$ cat config.mk
export PLATFORM = sky130hd
export DESIGN_NAME = yuv_fade_yuv_pixel
export DESIGN_NICKNAME = d
export VERILOG_FILES = /design/src/design/yfade_pkg.sv /design/src/design/yuv_fade_yuv_pixel.sv /design/src/design/yfade_to_rgb.sv /design/src/design/yfade_scale.sv /design/src/design/yfade_to_ycc.sv
export SDC_FILE = /design/constraint.sdc
export NUM_CORES = 1
export LEC_CHECK = 0
export BUFFER_PORTS_ARGS = -buffer_cell sky130_fd_sc_hd__buf_2
export CAP_MARGIN = 20
export CORE_ASPECT_RATIO = 0.6
export CORE_MARGIN = 3
export CORE_UTILIZATION = 60
export DETAILED_ROUTE_END_ITERATION = 10
export PLACE_DENSITY = 0.77
export SETUP_SLACK_MARGIN = 0.05
export SLEW_MARGIN = 20
export SYNTH_ARGS = -nofsm -noshare
export SYNTH_HDL_FRONTEND = slang
export SYNTH_SLANG_ARGS = --single-unit
$ cat constraint.sdc
create_clock -name clk_i -period 9.15 [get_ports clk_i]
set_input_delay 1.83 -clock clk_i [delete_from_list [all_inputs] [get_ports clk_i]]
set_output_delay 1.83 -clock clk_i [all_outputs]
set_load 0.05 [all_outputs]
$ cat src/design/yfade_pkg.sv
// ----------------------------------------------------------------------------
// yfade_pkg
// shared types, coefficients and clipping helper for the ycbcr fade pipeline
// ----------------------------------------------------------------------------
`default_nettype none

package yfade_pkg;

  localparam int unsigned SumW = 20;

  typedef logic signed [SumW-1:0] sum_t;

  typedef struct packed {
    logic [7:0] r;
    logic [7:0] g;
    logic [7:0] b;
  } rgb_t;

  // ycbcr to rgb
  localparam sum_t K_Y    = 20'sd298;
  localparam sum_t K_RV   = 20'sd409;
  localparam sum_t K_GU   = 20'sd100;
  localparam sum_t K_GV   = 20'sd208;
  localparam sum_t K_BU   = 20'sd516;
  // rgb to ycbcr
  localparam sum_t K_YR   = 20'sd66;
  localparam sum_t K_YG   = 20'sd129;
  localparam sum_t K_YB   = 20'sd25;
  localparam sum_t K_UR   = 20'sd38;
  localparam sum_t K_UG   = 20'sd74;
  localparam sum_t K_UB   = 20'sd112;
  localparam sum_t K_VR   = 20'sd112;
  localparam sum_t K_VG   = 20'sd94;
  localparam sum_t K_VB   = 20'sd18;
  localparam sum_t RND    = 20'sd128;
  localparam sum_t OFS_Y  = 20'sd16;
  localparam sum_t OFS_C  = 20'sd128;
  localparam sum_t ZERO   = 20'sd0;

  localparam logic [7:0] GAIN_RST = 8'd255;

  // floor shift by 8, add offset, saturate to a byte
  function automatic logic [7:0] clip_asr8(input sum_t x, input sum_t ofs);
    sum_t s;
    s = (x >>> 8) + ofs;
    if (s < 0) begin
      clip_asr8 = 8'd0;
    end else if (s > 20'sd255) begin
      clip_asr8 = 8'd255;
    end else begin
      clip_asr8 = s[7:0];
    end
  endfunction

  function automatic sum_t ext8(input logic [7:0] v);
    ext8 = signed'({12'd0, v});
  endfunction

endpackage

`default_nettype wire

$ cat src/design/yuv_fade_yuv_pixel.sv
// ----------------------------------------------------------------------------
// yuv_fade_yuv_pixel
// fades one 8-bit ycbcr pixel per clock (unless the output stalls) through rgb with bt.601 integer math
//
// input channel: in_valid_i / in_ready_o with luma_in_i, cb_in_i, cr_in_i
// output channel: out_valid_o / out_ready_i with luma_out_o, cb_out_o,
//   cr_out_o; one output word per input word, in order
// config channel: cfg_valid_i / cfg_ready_o with cfg_data_i as the fade
//   gain (over 255); always ready, write only while the pipe is empty
// pipeline registers: rgb sums, gain multiply, divide by 255, back
//   conversion into the output register
// throughput: one word per cycle while out_ready_i does not stall, set by the four-stage pipeline
// stall: when out_ready_i is low with a word waiting, the whole pipe
//   holds and in_ready_o drops; nothing is lost or repeated
// reset: all valid bits clear and the gain returns to 255
// ----------------------------------------------------------------------------
`default_nettype none

module yuv_fade_yuv_pixel (
  input  wire logic       clk_i,
  input  wire logic       rst_ni,
  input  wire logic       in_valid_i,
  output logic            in_ready_o,
  input  wire logic [7:0] luma_in_i,
  input  wire logic [7:0] cb_in_i,
  input  wire logic [7:0] cr_in_i,
  output logic            out_valid_o,
  input  wire logic       out_ready_i,
  output logic [7:0]      luma_out_o,
  output logic [7:0]      cb_out_o,
  output logic [7:0]      cr_out_o,
  input  wire logic       cfg_valid_i,
  output logic            cfg_ready_o,
  input  wire logic [7:0] cfg_data_i
);
  import yfade_pkg::*;

  logic       en;
  logic [3:0] vld_q;
  logic [3:0] vld_d;
  logic [7:0] gain_q;
  rgb_t       rgb_s1;
  rgb_t       rgb_s3;

  assign en          = !vld_q[3] || out_ready_i;
  assign in_ready_o  = en;
  assign out_valid_o = vld_q[3];
  assign cfg_ready_o = 1'b1;
  assign vld_d       = {vld_q[2:0], in_valid_i};

  always_ff @(posedge clk_i or negedge rst_ni) begin
    if (!rst_ni) begin
      vld_q  <= '0;
      gain_q <= GAIN_RST;
    end else begin
      if (en) begin
        vld_q <= vld_d;
      end
      if (cfg_valid_i) begin
        gain_q <= cfg_data_i;
      end
    end
  end

  yfade_to_rgb u_to_rgb (
    .clk_i  (clk_i),
    .en_i   (en),
    .luma_i (luma_in_i),
    .cb_i   (cb_in_i),
    .cr_i   (cr_in_i),
    .rgb_o  (rgb_s1)
  );

  yfade_scale u_scale (
    .clk_i  (clk_i),
    .en_i   (en),
    .rgb_i  (rgb_s1),
    .gain_i (gain_q),
    .rgb_o  (rgb_s3)
  );

  yfade_to_ycc u_to_ycc (
    .clk_i  (clk_i),
    .en_i   (en),
    .rgb_i  (rgb_s3),
    .luma_o (luma_out_o),
    .cb_o   (cb_out_o),
    .cr_o   (cr_out_o)
  );

endmodule

`default_nettype wire

$ cat src/design/yfade_to_rgb.sv
// ----------------------------------------------------------------------------
// yfade_to_rgb
// first stage: bt.601 ycbcr to rgb sums, registered, then clipped to bytes
// ----------------------------------------------------------------------------
`default_nettype none

module yfade_to_rgb (
  input  wire logic          clk_i,
  input  wire logic          en_i,
  input  wire logic [7:0]    luma_i,
  input  wire logic [7:0]    cb_i,
  input  wire logic [7:0]    cr_i,
  output yfade_pkg::rgb_t    rgb_o
);
  import yfade_pkg::*;

  sum_t c, d, e;
  sum_t sum_r_d, sum_g_d, sum_b_d;
  sum_t sum_r_q, sum_g_q, sum_b_q;

  always_comb begin
    c = ext8(luma_i) - OFS_Y;
    d = ext8(cb_i) - OFS_C;
    e = ext8(cr_i) - OFS_C;
    sum_r_d = K_Y * c + K_RV * e + RND;
    sum_g_d = K_Y * c - K_GU * d - K_GV * e + RND;
    sum_b_d = K_Y * c + K_BU * d + RND;
  end

  always_ff @(posedge clk_i) begin
    if (en_i) begin
      sum_r_q <= sum_r_d;
      sum_g_q <= sum_g_d;
      sum_b_q <= sum_b_d;
    end
  end

  always_comb begin
    rgb_o.r = clip_asr8(sum_r_q, ZERO);
    rgb_o.g = clip_asr8(sum_g_q, ZERO);
    rgb_o.b = clip_asr8(sum_b_q, ZERO);
  end

endmodule

`default_nettype wire

$ cat src/design/yfade_scale.sv
// ----------------------------------------------------------------------------
// yfade_scale
// gain multiply then exact divide by 255, one register stage each
// ----------------------------------------------------------------------------
`default_nettype none

module yfade_scale (
  input  wire logic          clk_i,
  input  wire logic          en_i,
  input  wire yfade_pkg::rgb_t rgb_i,
  input  wire logic [7:0]    gain_i,
  output yfade_pkg::rgb_t    rgb_o
);
  import yfade_pkg::*;

  logic [15:0] prod_d [3];
  logic [15:0] prod_q [3];
  logic [7:0]  quot_d [3];
  logic [16:0] acc    [3];
  rgb_t        rgb_q;

  always_comb begin
    prod_d[0] = {8'd0, rgb_i.r} * {8'd0, gain_i};
    prod_d[1] = {8'd0, rgb_i.g} * {8'd0, gain_i};
    prod_d[2] = {8'd0, rgb_i.b} * {8'd0, gain_i};
    // floor(p / 255) for p up to 255 * 255, the largest product
    for (int i = 0; i < 3; i++) begin
      acc[i]    = {1'b0, prod_q[i]} + 17'd1 + {9'd0, prod_q[i][15:8]};
      quot_d[i] = acc[i][15:8];
    end
  end

  always_ff @(posedge clk_i) begin
    if (en_i) begin
      prod_q  <= prod_d;
      rgb_q.r <= quot_d[0];
      rgb_q.g <= quot_d[1];
      rgb_q.b <= quot_d[2];
    end
  end

  assign rgb_o = rgb_q;

endmodule

`default_nettype wire

$ cat src/design/yfade_to_ycc.sv
// ----------------------------------------------------------------------------
// yfade_to_ycc
// last stage: rgb back to bt.601 ycbcr, clipped, into the output register
// ----------------------------------------------------------------------------
`default_nettype none

module yfade_to_ycc (
  input  wire logic          clk_i,
  input  wire logic          en_i,
  input  wire yfade_pkg::rgb_t rgb_i,
  output logic [7:0]         luma_o,
  output logic [7:0]         cb_o,
  output logic [7:0]         cr_o
);
  import yfade_pkg::*;

  sum_t r, g, b;
  sum_t sum_y, sum_u, sum_v;
  logic [7:0] luma_d, cb_d, cr_d;
  logic [7:0] luma_q, cb_q, cr_q;

  always_comb begin
    r = ext8(rgb_i.r);
    g = ext8(rgb_i.g);
    b = ext8(rgb_i.b);
    sum_y  = K_YR * r + K_YG * g + K_YB * b + RND;
    sum_u  = K_UB * b - K_UR * r - K_UG * g + RND;
    sum_v  = K_VR * r - K_VG * g - K_VB * b + RND;
    luma_d = clip_asr8(sum_y, OFS_Y);
    cb_d   = clip_asr8(sum_u, OFS_C);
    cr_d   = clip_asr8(sum_v, OFS_C);
  end

  always_ff @(posedge clk_i) begin
    if (en_i) begin
      luma_q <= luma_d;
      cb_q   <= cb_d;
      cr_q   <= cr_d;
    end
  end

  assign luma_o = luma_q;
  assign cb_o   = cb_q;
  assign cr_o   = cr_q;

endmodule

`default_nettype wire

==> run metrics, run 1 <==
RSZ-0062 raised after global routing no; sequential element share of the synthesized area 16.25%; EDFF count, synth 132; fin crit period approximately 8.6 ns; # diodes 0; Post-Synth XOR/XNOR Area 7.286%; largest family of logic cells by synthesized area adder cells; hold crit path type register to register; worst setup path class input pin to register; Worst-path clk slew 0.07 ns; ys flop type edfxtp_1; final max-slew violation count 0; row count 58; worst flop-to-flop path endpoint u_to_ycc.cr_o[7]; Tightest Pin Transition 0.9615 ns; initial antenna violation count 0; R2R depth 26; setup ws final 0.5369 ns; worst path required time 9.34 ns; FFs w/ async S/R, synth roughly 8.3%; synthesized instance count 2724; Die Ht 168.2 um; Area growth, synth to finish 6.063%; initial DRC count 1495; Core ar. about 43000 sq um; CTS Buf Count 17; CP Max Fanout 5; Setup-failing EPs final 0; pre-CTS setup slack ~0.019 ns; routed len/inst 17.32 um; H-tree depth 4; adder-cell area share of the yosys netlist 47.15%; Synth Area in Compound Gates 9.901%; worst skew pair latency 0.45 ns; drt via density approximately 5.7; Max-slew headroom 35.90%; routed via count 19150; mux cell area share after synthesis less than 1%; largest net degree at the start of global routing 73; status complete, no violations; DRT Pass-1 Iters 6; GRT Util Overall 26.01%; synthesized flop and latch total 144; largest buffer count on any clock path 2; first-pass GRT wire length 98230 um; TNS Setup 0 ns; total global routing overflow 0; clk root buf clkbuf_16; share of post-route cells with drive strength above 1 5.830%; Clock Skews 0.01567 ns; Netlist cell types 82; worst hold stages 1; clk sinks 144; Syn Nets about 3600; Routability Congestion 0.9028; yosys warns 0; r2r setup slk 1.48 ns; Final Hold Fails 0; most frequent cells in the layout ha_1 (589), inv_1 (508), fa_1 (251), xnor2_1 (162), nand2_1 (138); WHS 0.4695 ns; number of global-route vias before repair between 15000 and 20000; fillers 3314; Remaining DRCs 0; Hold Path End vld_q[3]; Worst Setup Start Kind input pin; Netlist Area Pre-Place 26310 sq um; Antenna Nets Post-Route 0; Hold Crit Start vld_q[2]; die area 46480 sq um; nets@finish 3660; CTS tree done; simple logic cell fraction of the synthesized area 10.82%; Max Cap Viol 0; fin crit share 94.13%; Initial Util 61.76%; Data arrival, critical path 8.80 ns; chip width 276.3 um; Top-Level Pins 64; dpl hpwl about 50000 um; fmax 0.1161 GHz; commonest non-fill, non-tap cell in the layout ha_1; Crit. End Element register; reg-to-reg startpoint u_scale.rgb_o[12]; Port Buffers 62; routed wire length 58310 um; Avg Cell Area, Syn ~9.7 sq um
-- cells by family after synthesis --
kind of cell	count (synthesis)
fa+ha+maj	841
simple gates	566
buf+inv	546
compound gates	394
xor+xnor	215
flops	144
mux	17
other cells	1
-- how the worst max path moves through the flow --
stage	startpoint	to	slack, ns	cells past startpoint
finish	luma_in_i[4]	u_to_rgb.sum_r_q[19]	0.54	27
global route	luma_in_i[4]	u_to_rgb.sum_r_q[19]	0.13	27
CTS	luma_in_i[4]	u_to_rgb.sum_r_q[19]	0.43	27
detailed placement	luma_in_i[4]	u_to_rgb.sum_r_q[19]	0.02	27
global placement	luma_in_i[4]	u_to_rgb.sum_r_q[19]	0.26	28
floorplan	luma_in_i[4]	u_to_rgb.sum_r_q[19]	0.71	29
-- routing by layer --
metal / up-vias / track usage, % / part of all wire [%]
li1: 9237 / - / -
met1: 9349 / 39.20 / 50
met2: 511 / 40.48 / 43
met3: 53 / 3.714 / 6.2
met4: 0 / 4.242 / 1.0
met5: - / 0 / 0
-- flip-flops by register name, indices dropped and copies added (netlist names) --
name / flops
u_to_ycc.luma_o: 8
u_to_rgb.sum_b_q: 12
gain_q: 8
u_to_ycc.cb_o: 8
u_to_rgb.sum_r_q: 12
u_scale.rgb_o: 24
u_scale.prod_q: 48
u_to_rgb.sum_g_q: 12
vld_q: 4
u_to_ycc.cr_o: 8
-- what timing repair did --
item / 4_1_cts / 5_1_grt
setup buffers: 0 / 0
hold buffers: 0 / 0
resized for setup: 0 / 2
hold endpoints to repair: 0 / 0
setup endpoints to repair: 0 / 1
-- cell usage after synthesis, drive strengths merged, types with 30 or more instances --
master,number,area (sq um)
ha,589,7370
inv,511,1923
fa,251,5025
xnor2,165,1453
a21oi,138,701.9
nand2,138,518.0
edfxtp,132,3964
nor2,128,483.0
and2,124,775.7
o21ai,52,264.0
xor2,50,464.2
a21o,47,352.8
nand3,35,180.2
o21a,35,262.8
clkbuf,30,112.6
-- critical path: stages --
cell	delay [ns]
buf_2	0.11
inv_1	0.17
ha_1	0.24
xor2_1	0.34
ha_1	0.31
ha_1	0.30
ha_1	0.28
inv_1	0.05
fa_1	0.54
inv_1	0.09
fa_1	0.47
a21o_1	0.19
a21oi_1	0.27
o21bai_1	0.11
a21oi_1	0.30
xnor2_2	0.28
fa_1	0.55
fa_1	0.52
ha_1	0.36
and3_1	0.17
and3_1	0.17
o211ai_1	0.07
nand3_1	0.19
a211oi_1	0.42
o21bai_1	0.16
a21oi_1	0.20
xnor2_1	0.11
-- stage by stage --
step           std cells  instance area, sq um  util (%)
5_1_grt             3366                 27910     65.51
2_1_floorplan       2724                 26310         -
3_3_place_gp        3334                 27290     64.07
6_report            3366                 27910     65.51
3_5_place_dp        3334                 27290     64.07
4_1_cts             3366                 27890     65.47
-- layout make-up --
type                            instances  area [sq um]  share of cell area (%)
Timing Repair Buffer                   75         407.9                   1.462
Clock inverter                         15         172.7                  0.6188
Sequential cell                       144          4274                   15.32
Tap cell                              570         713.2                   2.556
Inverter                              511          1923                   6.891
Multi-Input combinational cell       2034         19990                   71.63
Clock buffer                           17         425.4                   1.524
Power of run 1 is not shown: default switching activity piles up to over one toggle a cycle in this logic, so the estimate is an artifact.
==> run 2, diff against run 1 <==
--- a/config.mk
+++ b/config.mk
@@ -6,7 +6,6 @@
 export NUM_CORES = 1
 export LEC_CHECK = 0
 export BUFFER_PORTS_ARGS = -buffer_cell sky130_fd_sc_hd__buf_2
-export CAP_MARGIN = 20
 export CORE_ASPECT_RATIO = 0.6
 export CORE_MARGIN = 3
 export CORE_UTILIZATION = 60
==> constraint.sdc (replaced) <==
create_clock -name clk_i -period 9.4 [get_ports clk_i]
set_input_delay 1.88 -clock clk_i [delete_from_list [all_inputs] [get_ports clk_i]]
set_output_delay 1.88 -clock clk_i [all_outputs]
set_load 0.05 [all_outputs]
==> run 2 against run 1 <==
Net effect:
- utilization fell by 0.10 points
- clock skew down 0.0022 ns
- hold slack worse by 0.011 ns
- first-iteration DRC count shrank 4.8%
- critical path depth unchanged
- non-clock buffer count increased by 1
- sequential share of layout area barely moved
- die area stayed put
==> run metrics, run 2 (same netlist as run 1, synthesis figures left out) <==
total global routing overflow 0 (unchanged); Max Cap Viol 0 (unchanged); setup ws final 0.7621 ns (+0.2252 ns); Port Buffers 62 (unchanged); Die Ht 168.2 um (unchanged); final max-slew violation count 0 (unchanged); Initial Util 61.76% (unchanged); Post-Place Cells 3335 (+0.030%); RSZ-0062 raised after global routing no; hold buffers post-CTS 0 (unchanged); drt via density 5.672 (-0.30%); Crit. End Element register; r2r setup slk 1.70 ns (+0.22 ns); CP Max Fanout 5 (unchanged); # diodes 0 (unchanged); CTS tree done; largest net degree at the start of global routing 74 (+1.4%); pre-CTS setup slack 0.3762 ns (+0.3572 ns); Worst-path clk slew 0.07 ns (about the same); clk root buf clkbuf_16; Core ar. 42600 sq um (unchanged); Clock Skews 0.01350 ns (-0.002169 ns); Area growth, synth to finish 5.902%; routed via count 19100 (-0.27%); Tightest Pin Transition 0.9751 ns (+0.01363 ns); Final Hold Fails 0 (unchanged); fillers 3337 (+0.69%); routed len/inst 17.25 um (-0.43%); Routability Congestion 0.9362 (+3.7%); number of flip-flops in the largest register 48 (unchanged); most frequent cells in the layout ha_1 (589), inv_1 (508), fa_1 (251), xnor2_1 (164), nand2_1 (138); chip width 276.3 um (unchanged); H-tree depth 4 (unchanged); TNS Setup 0 ns (unchanged); nets@finish 3661 (+0.027%); DRT Pass-1 Iters 5 (-1); number of global-route vias before repair 20300 (+2.7%); Setup-failing EPs final 0 (unchanged); routed wire length 58080 um (-0.40%); fmax 0.1158 GHz; row count 58 (unchanged); largest buffer count on any clock path 2 (unchanged); status complete, no violations; Antenna Nets Post-Route 0 (unchanged); GRT Util Overall 26.32% (+0.31 points); post-route insts no fill 3367 (+0.030%); worst path required time 9.60 ns (+0.26 ns); worst setup path class input pin to register; dpl hpwl 48800 um (+0.50%); Top reg by flops u_scale.prod_q; hold crit path type register to register; Worst Setup Start Kind input pin; Max-slew headroom 34.99% (-0.91 points); initial DRC count 1423 (-4.8%); fin crit share between 90% and 100%; first-pass GRT wire length 99590 um (+1.4%); Data arrival, critical path 8.83 ns (+0.03 ns); Top-Level Pins 64 (unchanged); die area 46480 sq um (unchanged); share of post-route cells with drive strength above 1 5.792% (-0.038 points); commonest non-fill, non-tap cell in the layout ha_1; # Post-CTS Setup Buffers 0 (unchanged); clk sinks 144 (unchanged); CTS resizes 0 (unchanged); CTS Buf Count 17 (unchanged); Remaining DRCs 0 (unchanged); WHS 0.4582 ns (-0.01131 ns); fin crit period 8.638 ns; initial antenna violation count 0 (unchanged); worst skew pair latency 0.45 ns (about the same)
==> run 2: cell count changes in the layout (fill, tap and decap cells not counted) <==
cell        change
xnor2_1         +2
buf_4           +1
clkinv_4        +1
inv_6           +3
clkbuf_8        +1
clkinvlp_4      +1
bufinv_16       -1
inv_8           -4
xnor2_2         -2
clkinv_8        -1
==> run 2: final cells by class <==
| type | count | area (sq um) | area share [%] |
|---|---|---|---|
| Sequential cell | 144 | 4274 | 15.34 |
| Multi-Input combinational cell | 2034 | 19970 | 71.69 |
| Inverter | 511 | 1923 | 6.902 |
| Clock buffer | 18 | 439.2 | 1.576 |
| Clock inverter | 14 | 123.9 | 0.4446 |
| Tap cell | 570 | 713.2 | 2.560 |
| Timing Repair Buffer | 76 | 415.4 | 1.491 |
==> run 2: final timing paths <==
| check | from | endpoint | depth (start not counted) |
|---|---|---|---|
| min in group asynchronous | rst_ni | vld_q[1] | 1 |
| max in group asynchronous | rst_ni | gain_q[1] | 1 |
| worst max register to register | u_scale.rgb_o[12] | u_to_ycc.cr_o[7] | 27 |
| worst min-delay path | vld_q[2] | vld_q[3] | 1 |
| worst min register to register | vld_q[2] | vld_q[3] | 1 |
| worst max-delay path | luma_in_i[4] | u_to_rgb.sum_r_q[19] | 27 |
==> run 2: per-stage QoR <==
step	instance area [sq um]	utilization [%]
detailed placement	27300	64.09
finish	27860	65.41
CTS	27860	65.41
global placement	27300	64.09
global route	27860	65.41
floorplan	26310	-
==> run 2: routing by layer <==
metal	GRT usage (%)	wire, um	vias up
met5	0	0	-
met4	5.045	549	0
met3	6.001	4454	48
met2	41.08	25190	465
met1	37.83	27890	9371
li1	-	-	9215
==> run 2: worst max-delay path, cell delays in order <==
cell and delay (ns):
buf_2 0.11, inv_1 0.16, ha_1 0.23, xor2_1 0.34, ha_1 0.31, ha_1 0.30, ha_1 0.28, inv_1 0.05
fa_1 0.52, inv_1 0.07, fa_1 0.46, a21o_1 0.18, a21oi_1 0.24, o21bai_1 0.10, a21oi_1 0.26, xnor2_1 0.40
fa_1 0.57, fa_1 0.50, ha_1 0.36, and3_1 0.18, and3_1 0.17, o211ai_1 0.07, nand3_1 0.19, a211oi_1 0.40
o21bai_1 0.15, a21oi_1 0.21, xnor2_1 0.09
Power of run 2 is left out for the same reason.
==> run 3, diff against run 2 <==
--- a/config.mk
+++ b/config.mk
@@ -5,6 +5,7 @@
 export SDC_FILE = /design/constraint.sdc
 export NUM_CORES = 1
 export LEC_CHECK = 0
+export ABC_AREA = 1
 export BUFFER_PORTS_ARGS = -buffer_cell sky130_fd_sc_hd__buf_2
 export CORE_ASPECT_RATIO = 0.6
 export CORE_MARGIN = 3
==> constraint.sdc (replaced) <==
create_clock -name clk_i -period 9.4 [get_ports clk_i]
set_input_delay 1.88 -clock clk_i [delete_from_list [all_inputs] [get_ports clk_i]]
set_output_delay 1.88 -clock clk_i [all_outputs]
set_load 0.02 [all_outputs]
==> run 3 against run 2 <==
Net effect:
- sequential cell count unchanged
- clock skew rose by 0.0022 ns
- sequential share of layout area fell by 0.40 points
- fmax up 5.1%
- die area is 2.3% higher
- area after synthesis is 2.4% higher
- worst setup slack improved by 0.42 ns
==> run metrics, run 3 <==
status complete, no violations; Max-slew headroom 25.78% (-9.2 points); dpl hpwl 57290 um (+17%); Post-Layout Inst Area 28600 sq um (+2.6%); Worst-path clk slew 0.07 ns (about the same); die area 47570 sq um (+2.3%); Netlist cell types 50 (-39%); CP top delay family adder cells; area occupied by registers 4274 sq um (unchanged); Initial Util 61.44% (-0.32 points); Routability Congestion 0.9439 (+0.82%); Remaining DRCs 0 (unchanged); Final Hold Fails 0 (unchanged); fmax 0.1216 GHz (+5.1%); worst skew pair latency 0.46 ns (about the same); synthesized flop and latch total 144 (unchanged); worst path required time 9.60 ns (about the same); TNS Setup 0 ns (unchanged); nets@finish 4132 (+13%); Post-Place Cells 3813 (+14%); Crit. End Element register; Max Cap Viol 0 (unchanged); share of the synthesized area in the top cell type 27.40% (-0.61 points); largest cells by area after synthesis ha_1 (27%), fa_1 (19%), edfxtp_1 (15%); worst setup path class input pin to register; initial DRC count 1955 (+37%); CTS Buf Count 17 (unchanged); final max-slew violation count 0 (unchanged); Setup-failing EPs final 0 (unchanged); largest net degree at the start of global routing 57 (-23%); Multi-input gate area 20010 sq um (+0.17%); cell mode on critical path ha_1; routed wire length 68030 um (+17%); commonest non-fill, non-tap cell in the layout inv_1; clk sinks 144 (unchanged); Die Ht 170.1 um (+1.2%); hold crit path type register to register; CTS tree done; first-pass GRT wire length 112000 um (+12%); Area after DPL 27990 sq um (+2.5%); Clock Skews 0.01569 ns (+0.002187 ns); CP Max Fanout 12 (+7); Netlist Area Pre-Place 26940 sq um (+2.4%); row count 59 (+1.7%); clk root buf clkbuf_16; initial antenna violation count 0 (unchanged); WP buf/inv 2 (-2); Port Buffers 62 (unchanged); Tightest Pin Transition 1.102 ns (+0.1265 ns); drt via density 5.588 (-1.5%); # diodes 0 (unchanged); GRT Util Overall 29.73% (+3.4 points); share of post-route cells with drive strength above 1 5.020% (-0.77 points); total global routing overflow 0 (unchanged); most frequent cells in the layout inv_1 (688), ha_1 (590), nand2_1 (473), nor2_1 (266), fa_1 (251); fin crit share 87.46% (-4.4 points); # Post-CTS Setup Buffers 0 (unchanged); number of global-route vias before repair 21850 (+7.6%); Data arrival, critical path 8.43 ns (-0.40 ns); Syn Nets 4059 (+13%); Top-Level Pins 64 (unchanged); max incr delay on CP 0.59 ns (+0.02 ns); chip width 279.6 um (+1.2%); yosys warns 0 (unchanged); largest buffer count on any clock path 2 (unchanged); Core ar. 43850 sq um (+2.9%); CTS resizes 0 (unchanged); post-route insts no fill 3846 (+14%); Worst Setup Start Kind input pin; most numerous cell in the Yosys netlist inv_1; routed via count 21490 (+13%); sequential element share of the synthesized area 15.86% (-0.38 points); cell taking the most area after synthesis ha_1; Antenna Nets Post-Route 0 (unchanged); Synth top cells by count inv_1 (688), ha_1 (590), nand2_1 (474); hold buffers post-CTS 0 (unchanged); EDFF count, synth 132 (unchanged); RSZ-0062 raised after global routing no; DRT Pass-1 Iters 6 (+1); Area growth, synth to finish 6.148%; routed len/inst 17.69 um (+2.5%); H-tree depth 4 (unchanged); Avg Cell Area, Syn 8.470 sq um (-12%); FFs w/ async S/R, synth 8.333% (unchanged); number of flip-flops in the largest register 48 (unchanged); synthesized instance count 3181 (+17%); Top reg by flops u_scale.prod_q; fillers 3605 (+8.0%); slowest stage cell, crit path xor2_1; fin crit period 8.221 ns (-0.4166 ns); ys flop type edfxtp_1
==> run 3: metrics by stage <==
| stage | util [%] | setup slack [ns] | hold slack [ns] |
|---|---|---|---|
| 2_1_floorplan | - | 1.844 | 0.4198 |
| 3_3_place_gp | 63.82 | 1.141 | 0.4410 |
| 3_5_place_dp | 63.82 | 0.8282 | 0.4511 |
| 4_1_cts | 65.21 | 1.289 | 0.4743 |
| 5_1_grt | 65.22 | 0.6876 | 0.5028 |
| 6_report | 65.22 | 1.179 | 0.4670 |
==> run 3: tightest hold or removal path, delay by kind of cell, from the launching register on <==
kind	cells	cell delay, ns
buffers and inverters	1	0.05
AND/OR/NAND/NOR	1	0.06
flip-flops	1	0.32
==> run 3: final cells by class <==
cell class | instances | share of cell area (%)
clock buffer | 17 | 1.487
clock inverter | 15 | 0.6344
inverter | 691 | 9.069
multi-input combinational | 2327 | 69.96
sequential | 144 | 14.94
tap | 579 | 2.533
timing repair buffer | 73 | 1.374
==> run 3: final timing paths <==
check | slack [ns] | to | start | cells past startpoint
min | 0.47 | vld_q[3] | vld_q[2] | 2
min in group asynchronous | 1.30 | vld_q[1] | rst_ni | 1
max reg2reg | 2.43 | u_to_ycc.cr_o[0] | u_scale.rgb_o[12] | 33
max | 1.18 | u_to_rgb.sum_g_q[18] | luma_in_i[4] | 26
max in group asynchronous | 7.81 | gain_q[3] | rst_ni | 1
min reg2reg | 0.47 | vld_q[3] | vld_q[2] | 2
==> run 3: cell families after synthesis <==
family | Yosys count | share of synthesized area [%]
other | 1 | 0.01392
buffers and inverters | 710 | 9.905
xor gates and xnor gates | 181 | 5.884
AOI/OAI and AO/OA | 375 | 7.950
adders and majority gates | 841 | 46.05
DFF | 144 | 15.86
and+or+nand+nor | 929 | 14.34
==> run 3: metal layers <==
metal | global-route usage (%) | routed length (um)
met3 | 9.914 | 8273
met4 | 5.445 | 874
met5 | 0 | 0
met1 | 45.14 | 32730
met2 | 41.15 | 26150
Power of run 3 is left out for the same reason.
